## src/design/rpnalu_pkg.sv

```systemverilog
// ----------------------------------------------------------------------------
// rpnalu_pkg
// Shared constants, codes and types for the postfix stack evaluator.
// ----------------------------------------------------------------------------
package rpnalu_pkg;

  // default sizes
  localparam int DATA_WIDTH_DEF  = 8;
  localparam int STACK_DEPTH_DEF = 16;

  // fixed field widths
  localparam int CMD_W     = 2;
  localparam int OPERAND_W = 16;
  localparam int STATUS_W  = 3;

  // command codes
  localparam logic [CMD_W-1:0] CMD_PUSH = 2'd0;
  localparam logic [CMD_W-1:0] CMD_ADD  = 2'd1;
  localparam logic [CMD_W-1:0] CMD_SUB  = 2'd2;
  localparam logic [CMD_W-1:0] CMD_MUL  = 2'd3;

  // status codes
  localparam logic [STATUS_W-1:0] ST_OK        = 3'd0;
  localparam logic [STATUS_W-1:0] ST_UNDERFLOW = 3'd1;
  localparam logic [STATUS_W-1:0] ST_RANGE     = 3'd2;
  localparam logic [STATUS_W-1:0] ST_OVERFLOW  = 3'd3;
  localparam logic [STATUS_W-1:0] ST_FULL      = 3'd4;

  // controller to datapath commands
  typedef struct packed {
    logic capture;  // latch the incoming transaction, start the stack read
    logic commit;   // evaluate, update the stack and load the result register
  } dp_cmd_t;

endpackage

```

## src/design/rpnalu_ram.sv

```systemverilog
// ----------------------------------------------------------------------------
// rpnalu_ram
// Generic single-port RAM with registered read data.
// ----------------------------------------------------------------------------
module rpnalu_ram #(
  parameter int WIDTH = 8,
  parameter int DEPTH = 16
) (
  input  logic                     clk,
  input  logic                     we,
  input  logic                     re,
  input  logic [$clog2(DEPTH)-1:0] addr,
  input  logic [WIDTH-1:0]         wdata,
  output logic [WIDTH-1:0]         rdata
);

  logic [WIDTH-1:0] mem [DEPTH];

  // write and registered read
  always_ff @(posedge clk) begin
    if (we) begin
      mem[addr] <= wdata;
    end
    if (re) begin
      rdata <= mem[addr];
    end
  end

endmodule

```

## src/design/rpnalu_ctrl.sv

```systemverilog
// ----------------------------------------------------------------------------
// rpnalu_ctrl
// Controller: two-state sequencer and output valid register.
// ----------------------------------------------------------------------------
module rpnalu_ctrl
  import rpnalu_pkg::*;
(
  input  logic    clk,
  input  logic    rst,
  input  logic    in_valid,
  output logic    in_stall,
  output logic    out_valid,
  input  logic    out_stall,
  output dp_cmd_t cmd
);

  localparam logic S_IDLE = 1'b0;
  localparam logic S_EXEC = 1'b1;

  logic state;
  logic state_next;
  logic out_free;

  // output register can take a new result
  assign out_free = !out_valid || !out_stall;

  // commands to the datapath
  always_comb begin
    cmd.capture = (state == S_IDLE) && in_valid;
    cmd.commit  = (state == S_EXEC) && out_free;
  end

  assign in_stall = (state != S_IDLE);

  // next state
  always_comb begin
    state_next = state;
    case (state)
      S_IDLE: begin
        if (cmd.capture) begin
          state_next = S_EXEC;
        end
      end
      S_EXEC: begin
        if (cmd.commit) begin
          state_next = S_IDLE;
        end
      end
      default: state_next = S_IDLE;
    endcase
  end

  // state and output valid
  always_ff @(posedge clk) begin
    if (rst) begin
      state     <= S_IDLE;
      out_valid <= 1'b0;
    end else begin
      state <= state_next;
      if (cmd.commit) begin
        out_valid <= 1'b1;
      end else if (out_valid && !out_stall) begin
        out_valid <= 1'b0;
      end
    end
  end

endmodule

```

## src/design/rpnalu_dpath.sv

```systemverilog
// ----------------------------------------------------------------------------
// rpnalu_dpath
// Datapath: top-of-stack register, stack RAM for the entries below it,
// add/subtract/multiply unit with overflow checks, result registers.
// ----------------------------------------------------------------------------
module rpnalu_dpath
  import rpnalu_pkg::*;
#(
  parameter int DATA_WIDTH  = DATA_WIDTH_DEF,
  parameter int STACK_DEPTH = STACK_DEPTH_DEF
) (
  input  logic                                 clk,
  input  logic                                 rst,
  input  dp_cmd_t                              cmd,
  input  logic [CMD_W-1:0]                     in_cmd,
  input  logic signed [OPERAND_W-1:0]          in_operand,
  output logic [STATUS_W-1:0]                  status,
  output logic signed [DATA_WIDTH-1:0]         top_value,
  output logic [$clog2(STACK_DEPTH+1)-1:0]     stack_count
);

  localparam int DW = DATA_WIDTH;
  localparam int CW = $clog2(STACK_DEPTH + 1);
  localparam int AW = $clog2(STACK_DEPTH);
  localparam int XW = 34;

  localparam logic signed [XW-1:0] VAL_MIN = -(34'sd1 <<< (DW - 1));
  localparam logic signed [XW-1:0] VAL_MAX = (34'sd1 <<< (DW - 1)) - 34'sd1;
  localparam logic signed [DW-1:0] MIN_W   = {1'b1, {(DW-1){1'b0}}};
  localparam logic signed [DW-1:0] ONE_W   = {{(DW-1){1'b0}}, 1'b1};
  localparam logic [CW-1:0]        DEPTH_C = CW'(STACK_DEPTH);

  // latched transaction and stack state
  logic [CMD_W-1:0]            cmd_q;
  logic signed [OPERAND_W-1:0] opnd_q;
  logic [CW-1:0]               sp;
  logic [CW-1:0]               sp_next;
  logic signed [DW-1:0]        top_reg;
  logic signed [DW-1:0]        top_next;

  // ram port
  logic          ram_we;
  logic          ram_re;
  logic [AW-1:0] ram_addr;
  logic [DW-1:0] ram_rdata;

  // evaluation
  logic signed [XW-1:0]   ext_op;
  logic                   in_range;
  logic signed [DW-1:0]   a;
  logic signed [DW-1:0]   b;
  logic signed [DW:0]     sum;
  logic signed [DW:0]     diff;
  logic signed [2*DW-1:0] prod;
  logic signed [DW-1:0]   res;
  logic                   res_ok;
  logic [STATUS_W-1:0]    st;
  logic signed [DW-1:0]   other;
  logic [CW-1:0]          sp_m1;
  logic [CW-1:0]          sp_m2;

  assign sp_m1 = sp - CW'(1);
  assign sp_m2 = sp - CW'(2);

  // capture the transaction
  always_ff @(posedge clk) begin
    if (cmd.capture) begin
      cmd_q  <= in_cmd;
      opnd_q <= in_operand;
    end
  end

  // stack ram: read second entry on capture, spill top on push
  assign ram_re   = cmd.capture && (in_cmd != CMD_PUSH) && (sp >= CW'(2));
  assign ram_we   = cmd.commit && (cmd_q == CMD_PUSH) && (st == ST_OK) && (sp != '0);
  assign ram_addr = ram_re ? sp_m2[AW-1:0] : sp_m1[AW-1:0];

  rpnalu_ram #(
    .WIDTH (DW),
    .DEPTH (STACK_DEPTH)
  ) u_ram (
    .clk   (clk),
    .we    (ram_we),
    .re    (ram_re),
    .addr  (ram_addr),
    .wdata (top_reg),
    .rdata (ram_rdata)
  );

  // operand range check
  assign ext_op   = XW'(opnd_q);
  assign in_range = (ext_op >= VAL_MIN) && (ext_op <= VAL_MAX);

  // arithmetic on second (a) and top (b)
  assign a     = $signed(ram_rdata);
  assign b     = top_reg;
  assign sum   = {a[DW-1], a} + {b[DW-1], b};
  assign diff  = {a[DW-1], a} - {b[DW-1], b};
  assign prod  = a * b;
  assign other = (a == MIN_W) ? b : a;

  always_comb begin
    res    = '0;
    res_ok = 1'b0;
    case (cmd_q)
      CMD_ADD: begin
        res    = sum[DW-1:0];
        res_ok = (sum[DW] == sum[DW-1]);
      end
      CMD_SUB: begin
        res    = diff[DW-1:0];
        res_ok = (b != MIN_W) && (diff[DW] == diff[DW-1]);
      end
      CMD_MUL: begin
        // a product with the minimum value is valid only times zero or one
        if ((a == MIN_W) || (b == MIN_W)) begin
          res    = (other == ONE_W) ? MIN_W : '0;
          res_ok = (other == '0) || (other == ONE_W);
        end else begin
          res    = prod[DW-1:0];
          res_ok = (prod[2*DW-1:DW-1] == {(DW+1){prod[DW-1]}})
                   && (prod[DW-1:0] != MIN_W);
        end
      end
      default: begin
        res    = '0;
        res_ok = 1'b0;
      end
    endcase
  end

  // status and next stack state
  always_comb begin
    st       = ST_OK;
    sp_next  = sp;
    top_next = top_reg;
    if (cmd_q == CMD_PUSH) begin
      if (!in_range) begin
        st = ST_RANGE;
      end else if (sp >= DEPTH_C) begin
        st = ST_FULL;
      end else begin
        sp_next  = sp + CW'(1);
        top_next = ext_op[DW-1:0];
      end
    end else if (sp < CW'(2)) begin
      st = ST_UNDERFLOW;
    end else if (!res_ok) begin
      st = ST_OVERFLOW;
    end else begin
      sp_next  = sp_m1;
      top_next = res;
    end
    if (st != ST_OK) begin
      sp_next = '0;
    end
  end

  // stack pointer
  always_ff @(posedge clk) begin
    if (rst) begin
      sp <= '0;
    end else if (cmd.commit) begin
      sp <= sp_next;
    end
  end

  // top of stack and result registers
  always_ff @(posedge clk) begin
    if (cmd.commit) begin
      top_reg     <= top_next;
      status      <= st;
      top_value   <= (st == ST_OK) ? top_next : '0;
      stack_count <= sp_next;
    end
  end

endmodule

```

## src/design/rpn_stack_alu_int8_overflow_top.sv

```systemverilog
// ----------------------------------------------------------------------------
// rpn_stack_alu_int8_overflow_top
// Postfix stack evaluator over signed values: push, add, subtract, multiply,
// with range, underflow, full and overflow reporting.
//
//   channel | handshake           | payload
//   --------+---------------------+----------------------------------------
//   in      | in_valid / in_stall | cmd, operand_value
//   out     | out_valid/out_stall | status, top_value, stack_count
//
// A transaction is accepted in the idle state, which reads the entry under
// the top from the stack ram (registered read), and evaluated in exec state.
// A result waiting in the output register holds the next evaluation only.
// Synchronous reset empties the stack; ram contents need no clearing.
// out_stall delays the commit of the transaction under evaluation.
// ----------------------------------------------------------------------------
module rpn_stack_alu_int8_overflow_top
  import rpnalu_pkg::*;
#(
  parameter int DATA_WIDTH  = DATA_WIDTH_DEF,
  parameter int STACK_DEPTH = STACK_DEPTH_DEF
) (
  input  logic                             clk,
  input  logic                             rst,
  input  logic                             in_valid,
  output logic                             in_stall,
  input  logic [CMD_W-1:0]                 cmd,
  input  logic signed [OPERAND_W-1:0]      operand_value,
  output logic                             out_valid,
  input  logic                             out_stall,
  output logic [STATUS_W-1:0]              status,
  output logic signed [DATA_WIDTH-1:0]     top_value,
  output logic [$clog2(STACK_DEPTH+1)-1:0] stack_count
);

  dp_cmd_t dp_cmd;

  // sequencer
  rpnalu_ctrl u_ctrl (
    .clk       (clk),
    .rst       (rst),
    .in_valid  (in_valid),
    .in_stall  (in_stall),
    .out_valid (out_valid),
    .out_stall (out_stall),
    .cmd       (dp_cmd)
  );

  // stack and arithmetic
  rpnalu_dpath #(
    .DATA_WIDTH  (DATA_WIDTH),
    .STACK_DEPTH (STACK_DEPTH)
  ) u_dpath (
    .clk         (clk),
    .rst         (rst),
    .cmd         (dp_cmd),
    .in_cmd      (cmd),
    .in_operand  (operand_value),
    .status      (status),
    .top_value   (top_value),
    .stack_count (stack_count)
  );

endmodule

```

## config.mk

```make
export PLATFORM = sky130hd
export DESIGN_NAME = rpn_stack_alu_int8_overflow_top
export DESIGN_NICKNAME = d
export VERILOG_FILES = /design/src/design/rpnalu_pkg.sv /design/src/design/rpnalu_ram.sv /design/src/design/rpnalu_ctrl.sv /design/src/design/rpnalu_dpath.sv /design/src/design/rpn_stack_alu_int8_overflow_top.sv
export SDC_FILE = /design/constraint.sdc
export NUM_CORES = 1
export LEC_CHECK = 0
export BUFFER_PORTS_ARGS = -buffer_cell sky130_fd_sc_hd__buf_2
export CAP_MARGIN = 10
export CORE_MARGIN = 2
export CORE_UTILIZATION = 40
export CTS_CLUSTER_DIAMETER = 50
export CTS_CLUSTER_SIZE = 28
export DETAILED_ROUTE_END_ITERATION = 8
export PLACE_DENSITY = 0.55
export REMOVE_ABC_BUFFERS = 1
export SLEW_MARGIN = 30
export SYNTH_ARGS = -nofsm -noshare
export SYNTH_HDL_FRONTEND = slang
export SYNTH_SLANG_ARGS = --single-unit
export TNS_END_PERCENT = 20
```

## constraint.sdc

```tcl
create_clock -name clk -period 12.9 [get_ports clk]
set_input_delay 0 -clock clk [delete_from_list [all_inputs] [get_ports clk]]
set_output_delay 0 -clock clk [all_outputs]
set_load 0.01 [all_outputs]
```

==> results.ini <==
[routing]
routed-via-count = 7091
first_pass_iters = 5
wl_um = 27200
viasPerCell = 5.45
avgRoutedWirePerCell_um = 20.9
ant_nets = 0
drc_errors = 0
drtIter0Drc = 553

[yosys]
ys_types = 72
synth_area_per_cell_um2 = 12.4
postSynth.asyncResetShare = 0
yosysMostFrequentCell = edfxtp_1
yosys-top-cells-count = 178 x edfxtp_1, 111 x inv_1, 57 x fa_1, 56 x nor2_1
synth_seq_area_share = 0.502
synth_top_area_share = 0.490
synth_edf_count = 178
synthFlopType = edfxtp_1
yosysTopAreaCell = edfxtp_1
synth_seq_cells = 185
netlist_area_um2 = 10900
synthCells = 879
yosysWarnings = 0
yosys-top-cells-area = edfxtp_1 49%, fa_1 10%, ha_1 6.1%, inv_1 3.8%, a22o_1 3.4%

[pwr]
internal_power_mw = 1.32
seq_power_share = 0.330
clkPwrFrac = 0.243
p_leak_nw = 4.75
combPwrFrac = 0.427
vdd_ir_drop_max_uv = 202
p_sw_uw = 784
swShare = 0.373
finalPower_mw = 2.10
powerDensity_nw_per_um2 = 169

[global_routing]
grt_max_degree = 37
grtUsageTotal = 0.198
grt_pass1_vias = 7358
antenna_found_initial = 0
grt_pass1_wl_um = 42700
grt_overflow = 0

[cells_and_area]
multi_input_area_um2 = 4940
final_nets = 1079
seqCellArea_um2 = 5490
drive_gt1_frac = 0.129
fillers = 2438
final_cell_area_um2 = 12400
diodes = 0
areaGrowthSynthToFinish_pct = 13.6

[floorplan]
core_area_um2 = 26900
dieArea_um2 = 28600
die_h_um = 169
io-pin-count = 40
rows = 60
start_util = 0.406
die_x_um = 169

[timing]
fin_crit_sh = 0.570
finalHoldViolations = 0
setup_viol = 0
layout_setup_ws_ps = 5540
worst_pin_slew_ps = 1030
period_minus_slack_ps = 7360
max_slew_margin = 0.313
finalMaxSlewViolations = 0
fmax_ghz = 0.136
finalSetupTns_ps = 0
skew_ps = 28.2
rsz0062_at_grt = no

[setup_path]
cp.arrival_ps = 7410
critPathRequiredTime_ps = 12950
path_class = reg2reg
cp-end-kind = flip-flop
start_kind = flip-flop
path_max_fanout = 26

[clock_tree]
tritoncts = done
max-clock-path-buffers = 2
root_buffer = clkbuf_16
cts_made_buffers = 17
clock_latency_ps = 440
clkTransAtPathRegs_ps = 70
clock_sinks = 185
cts_htree_levels = 4
ctsResizeCount = 0

[min_path]
hold_path.class = in2reg

[run_status]
outcome = completed

[place]
dpl_cell_area_um2 = 11600
place_congestion = 0.885
io_buffers = 39
dp_slack_ps = 5360
dpl.hpwl_um = 18900

[flow_run]
drv_cap = 0

==> layer usage <==
metal | part of all wire | track usage | vias to the layer above
li1 | - | - | 3347
met1 | 0.47 | 0.280 | 3549
met2 | 0.48 | 0.321 | 166
met3 | 0.033 | 0.0282 | 29
met4 | 0.019 | 0.0539 | 0
met5 | 0 | 0 | -
==> repair_timing <==
action	in CTS	in global routing
buffers inserted	0	0
hold buffers	23	0
endpoints found under the hold margin	24	0
==> metrics by stage <==
step / hold WS, ps / utilization / instances
floorplan: 69.1 / - / 849
global route: 267 / 0.462 / 1300
finish: 275 / 0.462 / 1300
detailed placement: 178 / 0.431 / 1245
CTS: 259 / 0.460 / 1299
global placement: 176 / 0.431 / 1245
==> area by class of cell <==
class,count,share of cell area
inverters,114,0.0345
well taps,341,0.0344
flip-flops and latches,185,0.442
clock inverters,14,0.0115
clock buffers,17,0.0343
repair buffers,79,0.0452
multi-input cells,550,0.398
==> worst max-delay path: stages (launching register included) <==
cell and delay, ps:
edfxtp_1 800, buf_4 330, ha_1 240, inv_1 120, fa_1 470, fa_1 520
fa_1 540, fa_1 550, inv_1 50, ha_1 410, o21ai_0 160, o21ba_2 230
or4_1 500, a31oi_1 210, mux2i_2 120, o221ai_4 320, and2_4 300, nor2_4 170
nor4b_2 910
==> placed cells by master (no fill, tap or decap), types with 24 or more instances in the layout <==
master,n
fa_1,57
a221oi_1,33
a21oi_1,24
inv_1,110
ha_1,53
a22o_1,42
nand2_1,53
nor2_1,54
buf_2,39
and2_1,24
edfxtp_1,178
==> power groups by stage <==
| stage | Combinational, mW | Sequential [mW] | Clock [mW] |
|---|---|---|---|
| 2_1_floorplan | 0.672 | 0.703 | 0 |
| 3_3_place_gp | 0.879 | 0.707 | 0 |
| 3_5_place_dp | 0.881 | 0.707 | 0 |
| 4_1_cts | 0.893 | 0.693 | 0.520 |
| 5_1_grt | 1.01 | 0.693 | 0.544 |
| 6_report | 0.897 | 0.692 | 0.511 |
==> logic make-up (layout without fill, tap and decap cells) <==
group                      after synthesis  in the layout  share of synthesized area
DFF                                    185            185                      0.502
buffers and inverters                  144            224                     0.0524
adders and majority gates              110            110                      0.165
AOI/OAI and AO/OA                      185            185                      0.132
muxes                                   12             12                     0.0206
xor gates and xnor gates                32             32                     0.0257
and+or+nand+nor                        211            211                      0.102
==> worst paths after layout <==
kind              slack, ps                       end         startpoint  cells past startpoint
setup / recovery       5540  u_dpath.u_ram.mem[14][0]       u_dpath.b[5]                     18
setup reg to reg       5540  u_dpath.u_ram.mem[14][0]       u_dpath.b[5]                     18
hold / removal          270        u_dpath.opnd_q[11]  operand_value[11]                      2
hold reg to reg         620      u_dpath.top_value[1]  u_dpath.opnd_q[1]                      1
==> flip-flops by register name, summed over array words and instances, names as in the netlist <==
signal,flops
u_ctrl.in_stall,1
u_dpath.status,3
u_dpath.u_ram.rdata,8
u_ctrl.out_valid,1
u_dpath.stack_count,5
u_dpath.b,8
u_dpath.top_value,8
u_dpath.u_ram.mem,128
u_dpath.opnd_q,16
u_dpath.sp,5
u_dpath.cmd_q,2
Note: power is estimated with default switching activity, not from simulation.
